[src/hw/rtl/mrmc_pkg.sv]
// Types and constants shared by the media remote mode controller.
package mrmc_pkg;

    localparam logic [1:0] MD_ACTIVE   = 2'd0;
    localparam logic [1:0] MD_ASLEEP   = 2'd1;
    localparam logic [1:0] MD_CHARGING = 2'd2;

    localparam logic [1:0] CC_NONE = 2'd0;
    localparam logic [1:0] CC_DOWN = 2'd1;
    localparam logic [1:0] CC_UP   = 2'd2;

    localparam logic [15:0] KEY_VOL_UP     = 16'he900;
    localparam logic [15:0] KEY_VOL_DOWN   = 16'hea00;
    localparam logic [15:0] KEY_PREV       = 16'hb600;
    localparam logic [15:0] KEY_NEXT       = 16'hb500;
    localparam logic [15:0] KEY_PLAY       = 16'hcd00;
    localparam logic [15:0] KEY_MEDIA_STOP = 16'hb700;

    localparam logic [15:0] SLEEP_PLAYING_RESET = 16'd900;
    localparam logic [15:0] SLEEP_STOPPED_RESET = 16'd60;

    localparam logic [2:0] EVT_SECOND = 3'd0;
    localparam logic [2:0] EVT_BLINK  = 3'd1;
    localparam logic [2:0] EVT_FAST   = 3'd2;
    localparam logic [2:0] EVT_BUTTON = 3'd3;
    localparam logic [2:0] EVT_CHAR   = 3'd4;

    localparam logic [2:0] BTN_LEFT_CW   = 3'd0;
    localparam logic [2:0] BTN_LEFT_CCW  = 3'd1;
    localparam logic [2:0] BTN_RIGHT_PSH = 3'd2;
    localparam logic [2:0] BTN_RIGHT_CW  = 3'd3;
    localparam logic [2:0] BTN_RIGHT_CCW = 3'd4;

    localparam logic [7:0] CH_VBUS_ON  = 8'h31;
    localparam logic [7:0] CH_VBUS_OFF = 8'h30;
    localparam logic [7:0] CH_CC_UP    = 8'h75;
    localparam logic [7:0] CH_CC_DOWN  = 8'h64;
    localparam logic [7:0] CH_CC_NONE  = 8'h6e;
    localparam logic [7:0] CH_CHARGE   = 8'h63;
    localparam logic [7:0] CH_RUN      = 8'h68;

    localparam logic [2:0] REG_ADDR_PLAYING = 3'd0;

    typedef struct packed {
        logic [1:0]  mode;
        logic        playing;
        logic [15:0] countdown;
        logic [7:0]  blink;
    } mrmc_state_t;

    // Updates and keys caused by one event; key pairs are a code and a release.
    typedef struct packed {
        logic        led_v;
        logic        led;
        logic        cc_v;
        logic [1:0]  cc;
        logic        con_v;
        logic        con;
        logic        vb_v;
        logic        vb;
        logic [15:0] key_a;
        logic [15:0] key_b;
        logic [1:0]  pairs;
    } mrmc_pend_t;

endpackage

[src/hw/rtl/media_remote_mode_controller_unit.sv]
// Top level of the media remote mode controller: state, result buffer and register port.
//
//  channel | direction | carries
//  --------+-----------+-------------------------------------------------
//  s_      | in        | one event item (kind in tuser, button and char)
//  m_      | out       | one result per key code or release; one for updates alone
//  APB     | in/out    | the two sleep reload registers
//
// An event is decoded in the cycle it is accepted; its results (1, 2 or 4) leave
// the result buffer one per cycle while m_tready is high. An item that causes no
// result leaves the buffer empty and s_tready high. The next item is taken in the
// cycle the last result of the previous one is taken. Reset is synchronous and
// clears the state and the buffer; a stalled result holds until taken.
module media_remote_mode_controller_unit
    import mrmc_pkg::*;
(
    input  logic        aclk,
    input  logic        aresetn,
    input  logic        s_tvalid,
    output logic        s_tready,
    // bits [2:0] button_code, [10:3] char_code, [15:11] zero
    input  logic [15:0] s_tdata,
    // bits [2:0] event_kind
    input  logic [2:0]  s_tuser,
    output logic        m_tvalid,
    input  logic        m_tready,
    // bits [0] key_valid, [16:1] key_code, [17] led_valid, [18] led_on,
    // [19] cc_valid, [21:20] cc_pull, [22] connect_valid, [23] connect_on,
    // [24] vbus_valid, [25] vbus_on, [27:26] mode_now, [31:28] zero
    output logic [31:0] m_tdata,
    output logic        m_tlast,
    input  logic        psel,
    input  logic        penable,
    input  logic        pwrite,
    input  logic [2:0]  paddr,
    input  logic [31:0] pwdata,
    output logic [31:0] prdata,
    output logic        pready
);

    logic [15:0] sleep_secs_playing_reg;
    logic [15:0] sleep_secs_stopped_reg;
    mrmc_state_t state_reg;
    mrmc_state_t state_next;
    mrmc_pend_t  pend_next;
    mrmc_pend_t  pend_reg;
    logic [1:0]  mode_out_reg;
    logic        busy_reg;
    logic [1:0]  idx_reg;
    logic [1:0]  last_idx_reg;
    logic [1:0]  last_idx_next;
    logic        in_take;
    logic        out_take;
    logic        out_last;
    logic        has_result;
    logic        upd_next;
    logic        cfg_write;
    logic        first_res;
    logic        key_valid;
    logic [15:0] key_code;

    assign pready    = 1'b1;
    assign cfg_write = psel && penable && pwrite && pready;

    always_ff @(posedge aclk) begin
        if (!aresetn) begin
            sleep_secs_playing_reg <= SLEEP_PLAYING_RESET;
            sleep_secs_stopped_reg <= SLEEP_STOPPED_RESET;
        end else if (cfg_write) begin
            if (paddr[2] == REG_ADDR_PLAYING[2]) begin
                sleep_secs_playing_reg <= pwdata[15:0];
            end else begin
                sleep_secs_stopped_reg <= pwdata[15:0];
            end
        end
    end

    always_comb begin
        if (paddr[2] == REG_ADDR_PLAYING[2]) begin
            prdata = {16'd0, sleep_secs_playing_reg};
        end else begin
            prdata = {16'd0, sleep_secs_stopped_reg};
        end
    end

    mrmc_event u_event (
        .event_kind         (s_tuser),
        .button_code        (s_tdata[2:0]),
        .char_code          (s_tdata[10:3]),
        .sleep_secs_playing (sleep_secs_playing_reg),
        .sleep_secs_stopped (sleep_secs_stopped_reg),
        .state_cur          (state_reg),
        .state_new          (state_next),
        .pend               (pend_next)
    );

    assign out_last = (idx_reg == last_idx_reg);
    assign out_take = m_tvalid && m_tready;
    assign s_tready = !busy_reg || (out_take && out_last);
    assign in_take  = s_tvalid && s_tready;

    assign upd_next   = pend_next.led_v || pend_next.cc_v || pend_next.con_v
                        || pend_next.vb_v;
    assign has_result = (pend_next.pairs != 2'd0) || upd_next;

    always_comb begin
        case (pend_next.pairs)
            2'd2:    last_idx_next = 2'd3;
            2'd1:    last_idx_next = 2'd1;
            default: last_idx_next = 2'd0;
        endcase
    end

    always_ff @(posedge aclk) begin
        if (!aresetn) begin
            state_reg <= '0;
            busy_reg  <= 1'b0;
            idx_reg   <= 2'd0;
        end else if (in_take) begin
            state_reg <= state_next;
            busy_reg  <= has_result;
            idx_reg   <= 2'd0;
        end else if (out_take) begin
            if (out_last) begin
                busy_reg <= 1'b0;
            end else begin
                idx_reg <= idx_reg + 2'd1;
            end
        end
    end

    always_ff @(posedge aclk) begin
        if (in_take) begin
            pend_reg     <= pend_next;
            mode_out_reg <= state_next.mode;
            last_idx_reg <= last_idx_next;
        end
    end

    // Key codes sit in the even result slots; each odd slot is the release.
    always_comb begin
        case (idx_reg)
            2'd0:    key_code = pend_reg.key_a;
            2'd2:    key_code = pend_reg.key_b;
            default: key_code = 16'd0;
        endcase
    end

    assign key_valid = (pend_reg.pairs != 2'd0);
    assign first_res = (idx_reg == 2'd0);
    assign m_tvalid  = busy_reg;
    assign m_tlast   = out_last;

    assign m_tdata = {4'd0,
                      mode_out_reg,
                      first_res & pend_reg.vb,
                      first_res & pend_reg.vb_v,
                      first_res & pend_reg.con,
                      first_res & pend_reg.con_v,
                      pend_reg.cc & {2{first_res}},
                      first_res & pend_reg.cc_v,
                      first_res & pend_reg.led,
                      first_res & pend_reg.led_v,
                      key_code,
                      key_valid};

endmodule

[src/hw/rtl/mrmc_event.sv]
// Event decoder: next controller state and the updates and keys of one event.
module mrmc_event
    import mrmc_pkg::*;
(
    input  logic [2:0]  event_kind,
    input  logic [2:0]  button_code,
    input  logic [7:0]  char_code,
    input  logic [15:0] sleep_secs_playing,
    input  logic [15:0] sleep_secs_stopped,
    input  mrmc_state_t state_cur,
    output mrmc_state_t state_new,
    output mrmc_pend_t  pend
);

    always_comb begin
        state_new       = state_cur;
        state_new.blink = state_cur.blink + 8'd1;
        pend            = '0;

        unique case (event_kind)
            EVT_SECOND: begin
                if (state_cur.mode == MD_ASLEEP) begin
                    state_new.mode = MD_CHARGING;
                    pend.cc_v  = 1'b1;
                    pend.cc    = CC_UP;
                    pend.con_v = 1'b1;
                    pend.con   = 1'b0;
                    pend.vb_v  = 1'b1;
                    pend.vb    = 1'b1;
                end
                if (state_cur.countdown != 16'd0) begin
                    state_new.countdown = state_cur.countdown - 16'd1;
                    // Expiry sends stop and falls asleep without power commands.
                    if (state_cur.countdown == 16'd1) begin
                        pend.key_a     = KEY_MEDIA_STOP;
                        pend.pairs     = 2'd1;
                        state_new.mode = MD_ASLEEP;
                    end
                end
            end
            EVT_BLINK: begin
                if (state_cur.mode == MD_ACTIVE) begin
                    pend.led_v = 1'b1;
                    pend.led   = state_cur.playing ? state_new.blink[3] : 1'b1;
                end
                if (state_cur.mode == MD_CHARGING) begin
                    pend.led_v = 1'b1;
                    pend.led   = 1'b0;
                end
            end
            EVT_BUTTON: begin
                if (state_cur.mode == MD_CHARGING) begin
                    state_new.mode    = MD_ACTIVE;
                    state_new.playing = 1'b0;
                    pend.cc_v  = 1'b1;
                    pend.cc    = CC_DOWN;
                    pend.con_v = 1'b1;
                    pend.con   = 1'b1;
                    pend.vb_v  = 1'b1;
                    pend.vb    = 1'b0;
                end else begin
                    case (button_code)
                        BTN_LEFT_CW: begin
                            pend.key_a = KEY_VOL_UP;
                            pend.pairs = 2'd1;
                        end
                        BTN_LEFT_CCW: begin
                            pend.key_a = KEY_VOL_DOWN;
                            pend.pairs = 2'd1;
                        end
                        BTN_RIGHT_PSH: begin
                            state_new.playing = !state_cur.playing;
                            pend.key_a = KEY_MEDIA_STOP;
                            pend.pairs = 2'd1;
                            if (!state_cur.playing) begin
                                pend.key_b = KEY_PLAY;
                                pend.pairs = 2'd2;
                            end
                        end
                        BTN_RIGHT_CW: begin
                            if (state_cur.playing) begin
                                pend.key_a = KEY_NEXT;
                                pend.pairs = 2'd1;
                            end
                        end
                        BTN_RIGHT_CCW: begin
                            if (state_cur.playing) begin
                                pend.key_a = KEY_PREV;
                                pend.pairs = 2'd1;
                            end
                        end
                        default: begin
                        end
                    endcase
                    state_new.countdown = state_new.playing ? sleep_secs_playing
                                                            : sleep_secs_stopped;
                end
            end
            EVT_CHAR: begin
                case (char_code)
                    CH_VBUS_ON: begin
                        pend.vb_v = 1'b1;
                        pend.vb   = 1'b1;
                    end
                    CH_VBUS_OFF: begin
                        pend.vb_v = 1'b1;
                        pend.vb   = 1'b0;
                    end
                    CH_CC_UP: begin
                        pend.cc_v = 1'b1;
                        pend.cc   = CC_UP;
                    end
                    CH_CC_DOWN: begin
                        pend.cc_v = 1'b1;
                        pend.cc   = CC_DOWN;
                    end
                    CH_CC_NONE: begin
                        pend.cc_v = 1'b1;
                        pend.cc   = CC_NONE;
                    end
                    CH_CHARGE: begin
                        state_new.mode = MD_CHARGING;
                        pend.cc_v  = 1'b1;
                        pend.cc    = CC_UP;
                        pend.con_v = 1'b1;
                        pend.con   = 1'b0;
                        pend.vb_v  = 1'b1;
                        pend.vb    = 1'b1;
                    end
                    CH_RUN: begin
                        state_new.mode    = MD_ACTIVE;
                        state_new.playing = 1'b0;
                        pend.cc_v  = 1'b1;
                        pend.cc    = CC_DOWN;
                        pend.con_v = 1'b1;
                        pend.con   = 1'b1;
                        pend.vb_v  = 1'b1;
                        pend.vb    = 1'b0;
                    end
                    default: begin
                    end
                endcase
            end
            default: begin
                // The fast tick and unknown kinds only advance the blink counter.
            end
        endcase
    end

endmodule

[config.mk]
export PLATFORM = sky130hd
export DESIGN_NAME = media_remote_mode_controller_unit
export DESIGN_NICKNAME = d
export VERILOG_FILES = /design/src/hw/rtl/mrmc_pkg.sv /design/src/hw/rtl/media_remote_mode_controller_unit.sv /design/src/hw/rtl/mrmc_event.sv
export SDC_FILE = /design/constraint.sdc
export NUM_CORES = 1
export LEC_CHECK = 0
export ABC_CLOCK_PERIOD_IN_PS = 3150
export BUFFER_PORTS_ARGS = -buffer_cell sky130_fd_sc_hd__clkbuf_2
export CORE_AREA = 2 2 81 122
export DETAILED_ROUTE_END_ITERATION = 12
export DIE_AREA = 0 0 83 124
export GPL_TIMING_DRIVEN = 0
export PLACE_DENSITY = 0.86
export SLEW_MARGIN = 20
export SYNTH_ARGS = -nofsm -noshare
export SYNTH_HDL_FRONTEND = slang
export SYNTH_SLANG_ARGS = --single-unit
[constraint.sdc]
create_clock -name aclk -period 3.15 [get_ports aclk]
set_input_delay 0.63 -clock aclk [delete_from_list [all_inputs] [get_ports aclk]]
set_output_delay 0.63 -clock aclk [all_outputs]
set_load 0.1 [all_outputs]
==> results.json <==
{
  "timing.fmax_ghz": 0.3325,
  "largest_register_ffs": 23,
  "layout_commonest_cell": "sky130_fd_sc_hd__nand2_1",
  "final.hold.worst_slack_ns": 0.4719,
  "fin_crit_sh": 0.9548,
  "hold_bufs_at_cts": 0,
  "synth_enable_flop_cells": 21,
  "detail_route.drc_violations": 0,
  "path_cells": "clkbuf_1 -> buf_1 -> mux2_2 -> clkbuf_2",
  "port_buffers": 71,
  "outcome": "finished clean",
  "max_cap_violations": 0,
  "cp-start-kind": "primary input",
  "ys.warnings.count": 0,
  "core.rowCount": 43,
  "layout.cells.non_filler": 788,
  "cts-buffers-inserted": 9,
  "firstDrtPassIters": 5,
  "cts-root-to-sink-buffers": 2,
  "antenna_violating_nets_remaining": 0,
  "clk_root_buffer_cell": "sky130_fd_sc_hd__clkbuf_16",
  "num_vias": 4507,
  "critical_path.n_buffers_inverters": 3,
  "vias_in_the_first_global_route": 4246,
  "finalWorstPathRequiredPeriod_ns": 3.008,
  "seq_power_share": 0.350,
  "antenna_found_initial": 0,
  "swShare": 0.3477,
  "critPathArrivalTime_ns": 2.38,
  "worstMarginPinSlew_ns": 0.8764,
  "grt_start_max_net_pins": 27,
  "worst_min_delay_path_class": "reg2reg",
  "most-common-layout-cells": "sky130_fd_sc_hd__nand2_1 (107), sky130_fd_sc_hd__clkbuf_2 (71), sky130_fd_sc_hd__dfxtp_1 (58), sky130_fd_sc_hd__a21oi_1 (46), sky130_fd_sc_hd__nor2_1 (32)",
  "floorplan.die_area_sq_um": 10290,
  "clock_sinks": 79,
  "timing.critical_path.fanout_max": 10,
  "worst_clock_skew_ns": 0.006712,
  "power_switching_mw": 1.118,
  "power_per_cell_area_nw_per_um2": 571.1,
  "critical_path.endpoint_type": "primary output",
  "cts_tree": "done",
  "grt-ovfl-total": 0,
  "post_synth_instance_area_sq_um": 4691,
  "static_leak_nw": 2.533,
  "core_area_sq_um": 9200,
  "routed_wirelength_normalized_by_instance_count_microns": 15.33,
  "h_tree_depth": 3,
  "post_drt_via_cell_ratio": 5.720,
  "ys.flop_type": "sky130_fd_sc_hd__dfxtp_1",
  "critical_path_s_top_delay_family": "buffers and inverters",
  "finalWirelength_microns": 12080,
  "synth_async_sr_flop_share": 0,
  "final.fill_count": 787,
  "io-pin-count": 129,
  "global_route.usage.total": 0.2328,
  "place.detailed.instances": 772,
  "initialDrtViolationCount": 375,
  "area.growth.synth_to_final_pct": 20.09,
  "clkLatencyLatePin_ns": 0.34,
  "yosys_register_bits": 79,
  "drive_above_1_share": 0.2308,
  "placed_area_sq_um": 5288,
  "setup_repair_after_global_routing_missed_its_margin": "no",
  "clk_pin_slew_worst_paths_ns": 0.06,
  "postCtsSetupRepairBufs": 0,
  "cts.repair.resized": 0,
  "path_class": "in2out",
  "initial_utilization": 0.5099,
  "power.share.clock": 0.377,
  "cp_max_delay_cell": "sky130_fd_sc_hd__buf_1",
  "gp_congestion": 0.9792,
  "intPower_mw": 2.099,
  "worst_ep_required_time_ns": 2.52,
  "die_h_microns": 124,
  "syn_avg_cell_area_sq_um": 8.347,
  "post-dp-hpwl_microns": 8844,
  "grt_pass1_wl_microns": 19480,
  "floorplan.die.width_microns": 83,
  "design_area_sq_um": 5633,
  "fin_nets": 741,
  "final_core_util": 0.6123,
  "final.setup.tns_ns": 0,
  "setup_viol_count_final": 0,
  "timing.critical_path.slowest_cell_delay_ns": 0.55,
  "combinational_group_share_of_total_power": 0.273,
  "peakVddDrop_v": 0.0004516,
  "timing.final.hold_violations": 0,
  "slew-limit-headroom": 0.4151,
  "synth-seq-area-share": 0.3820,
  "drv_slew": 0,
  "diodes": 0,
  "synth.distinct_cells": 65,
  "syn-instance-count": 562
}
## worst register-to-register path, cell delays in order, from the launching register on
cell                      delay, ns
sky130_fd_sc_hd__dfxtp_1       0.44
sky130_fd_sc_hd__inv_1         0.07
sky130_fd_sc_hd__ha_1          0.24
sky130_fd_sc_hd__or4b_1        0.53
sky130_fd_sc_hd__nor3_1        0.36
sky130_fd_sc_hd__nand3_1       0.30
sky130_fd_sc_hd__and2_1        0.27
sky130_fd_sc_hd__ha_1          0.30
## synthesized netlist by cell type (all sizes together) (8+ instances only)
master  count  area, sq um
o31ai      11        82.58
dfxtp      58         1161
o21ai      19        95.09
mux2i      18        180.2
nor2       33        126.4
a31oi       8        56.30
nand3      17        85.08
a21oi      46        230.2
buf        42        296.5
mux2       17        191.4
o311ai     13        113.9
nand2     107        401.6
clkbuf     22        82.58
ha          9        112.6
edfxtp     21        630.6
nor3       12        60.06
and2       16        102.6
inv        14        52.55
## area by class of cell
class                           instances  area [sq um]  share of cell area
Multi-Input combinational cell        431          2565              0.4554
Sequential cell                        79          1792              0.3181
Buffer                                 64         379.1             0.06730
Timing Repair Buffer                   71         355.3             0.06308
Clock buffer                           10         229.0             0.04065
Tap cell                              112         140.1             0.02488
Clock inverter                          6         116.4             0.02066
Inverter                               15         56.30            0.009996
## power by group through the flow
stage	combinational, mW	clock (mW)	sequential (mW)
global route	0.925	1.25	1.13
finish	0.879	1.21	1.13
CTS	0.866	1.21	1.13
global placement	0.845	0	1.14
detailed placement	0.860	0	1.15
floorplan	0.707	0	1.15
## final timing paths
| path | startpoint | to | slack [ns] | cells past startpoint |
|---|---|---|---|---|
| worst max-delay path | paddr[2] | prdata[7] | 0.14 | 4 |
| worst min-delay path | sleep_secs_stopped_reg[13] | sleep_secs_stopped_reg[13] | 0.47 | 2 |
| worst max register to register | state_reg[8] | last_idx_reg[0] | 0.39 | 7 |
| worst min register to register | sleep_secs_stopped_reg[13] | sleep_secs_stopped_reg[13] | 0.47 | 2 |
## logic make-up (layout without fill, tap and decap cells)
| kind of cell | after synthesis | in the layout | synth area share |
|---|---|---|---|
| AO/OA/AOI/OAI | 115 | 115 | 0.1531 |
| XOR/XNOR | 8 | 8 | 0.01814 |
| adder cells (fa/ha/maj) | 9 | 9 | 0.02401 |
| buffers and inverters | 79 | 166 | 0.09282 |
| flip-flops | 79 | 79 | 0.3820 |
| multiplexers | 35 | 35 | 0.07922 |
| other | 2 | 29 | 0.001601 |
| AND/OR/NAND/NOR | 235 | 235 | 0.2491 |
## metal layers
metal / track usage / up-vias / wire [microns] / share of wire
li1: - / 2142 / - / -
met1: 0.2453 / 2048 / 4351 / 0.36
met2: 0.4304 / 255 / 6298 / 0.52
met3: 0.03976 / 62 / 822 / 0.068
met4: 0.1465 / 0 / 607 / 0.050
met5: 0 / - / 0 / 0
## per-stage QoR
step	setup slack (ns)	power, mW
final	0.1423	3.217
after global routing	0.1046	3.305
after CTS	0.1574	3.201
after detailed placement	0.1708	2.008
after global placement	0.1723	1.989
after floorplan	0.2519	1.862
No activity file was read; power rests on OpenSTA's default activity.
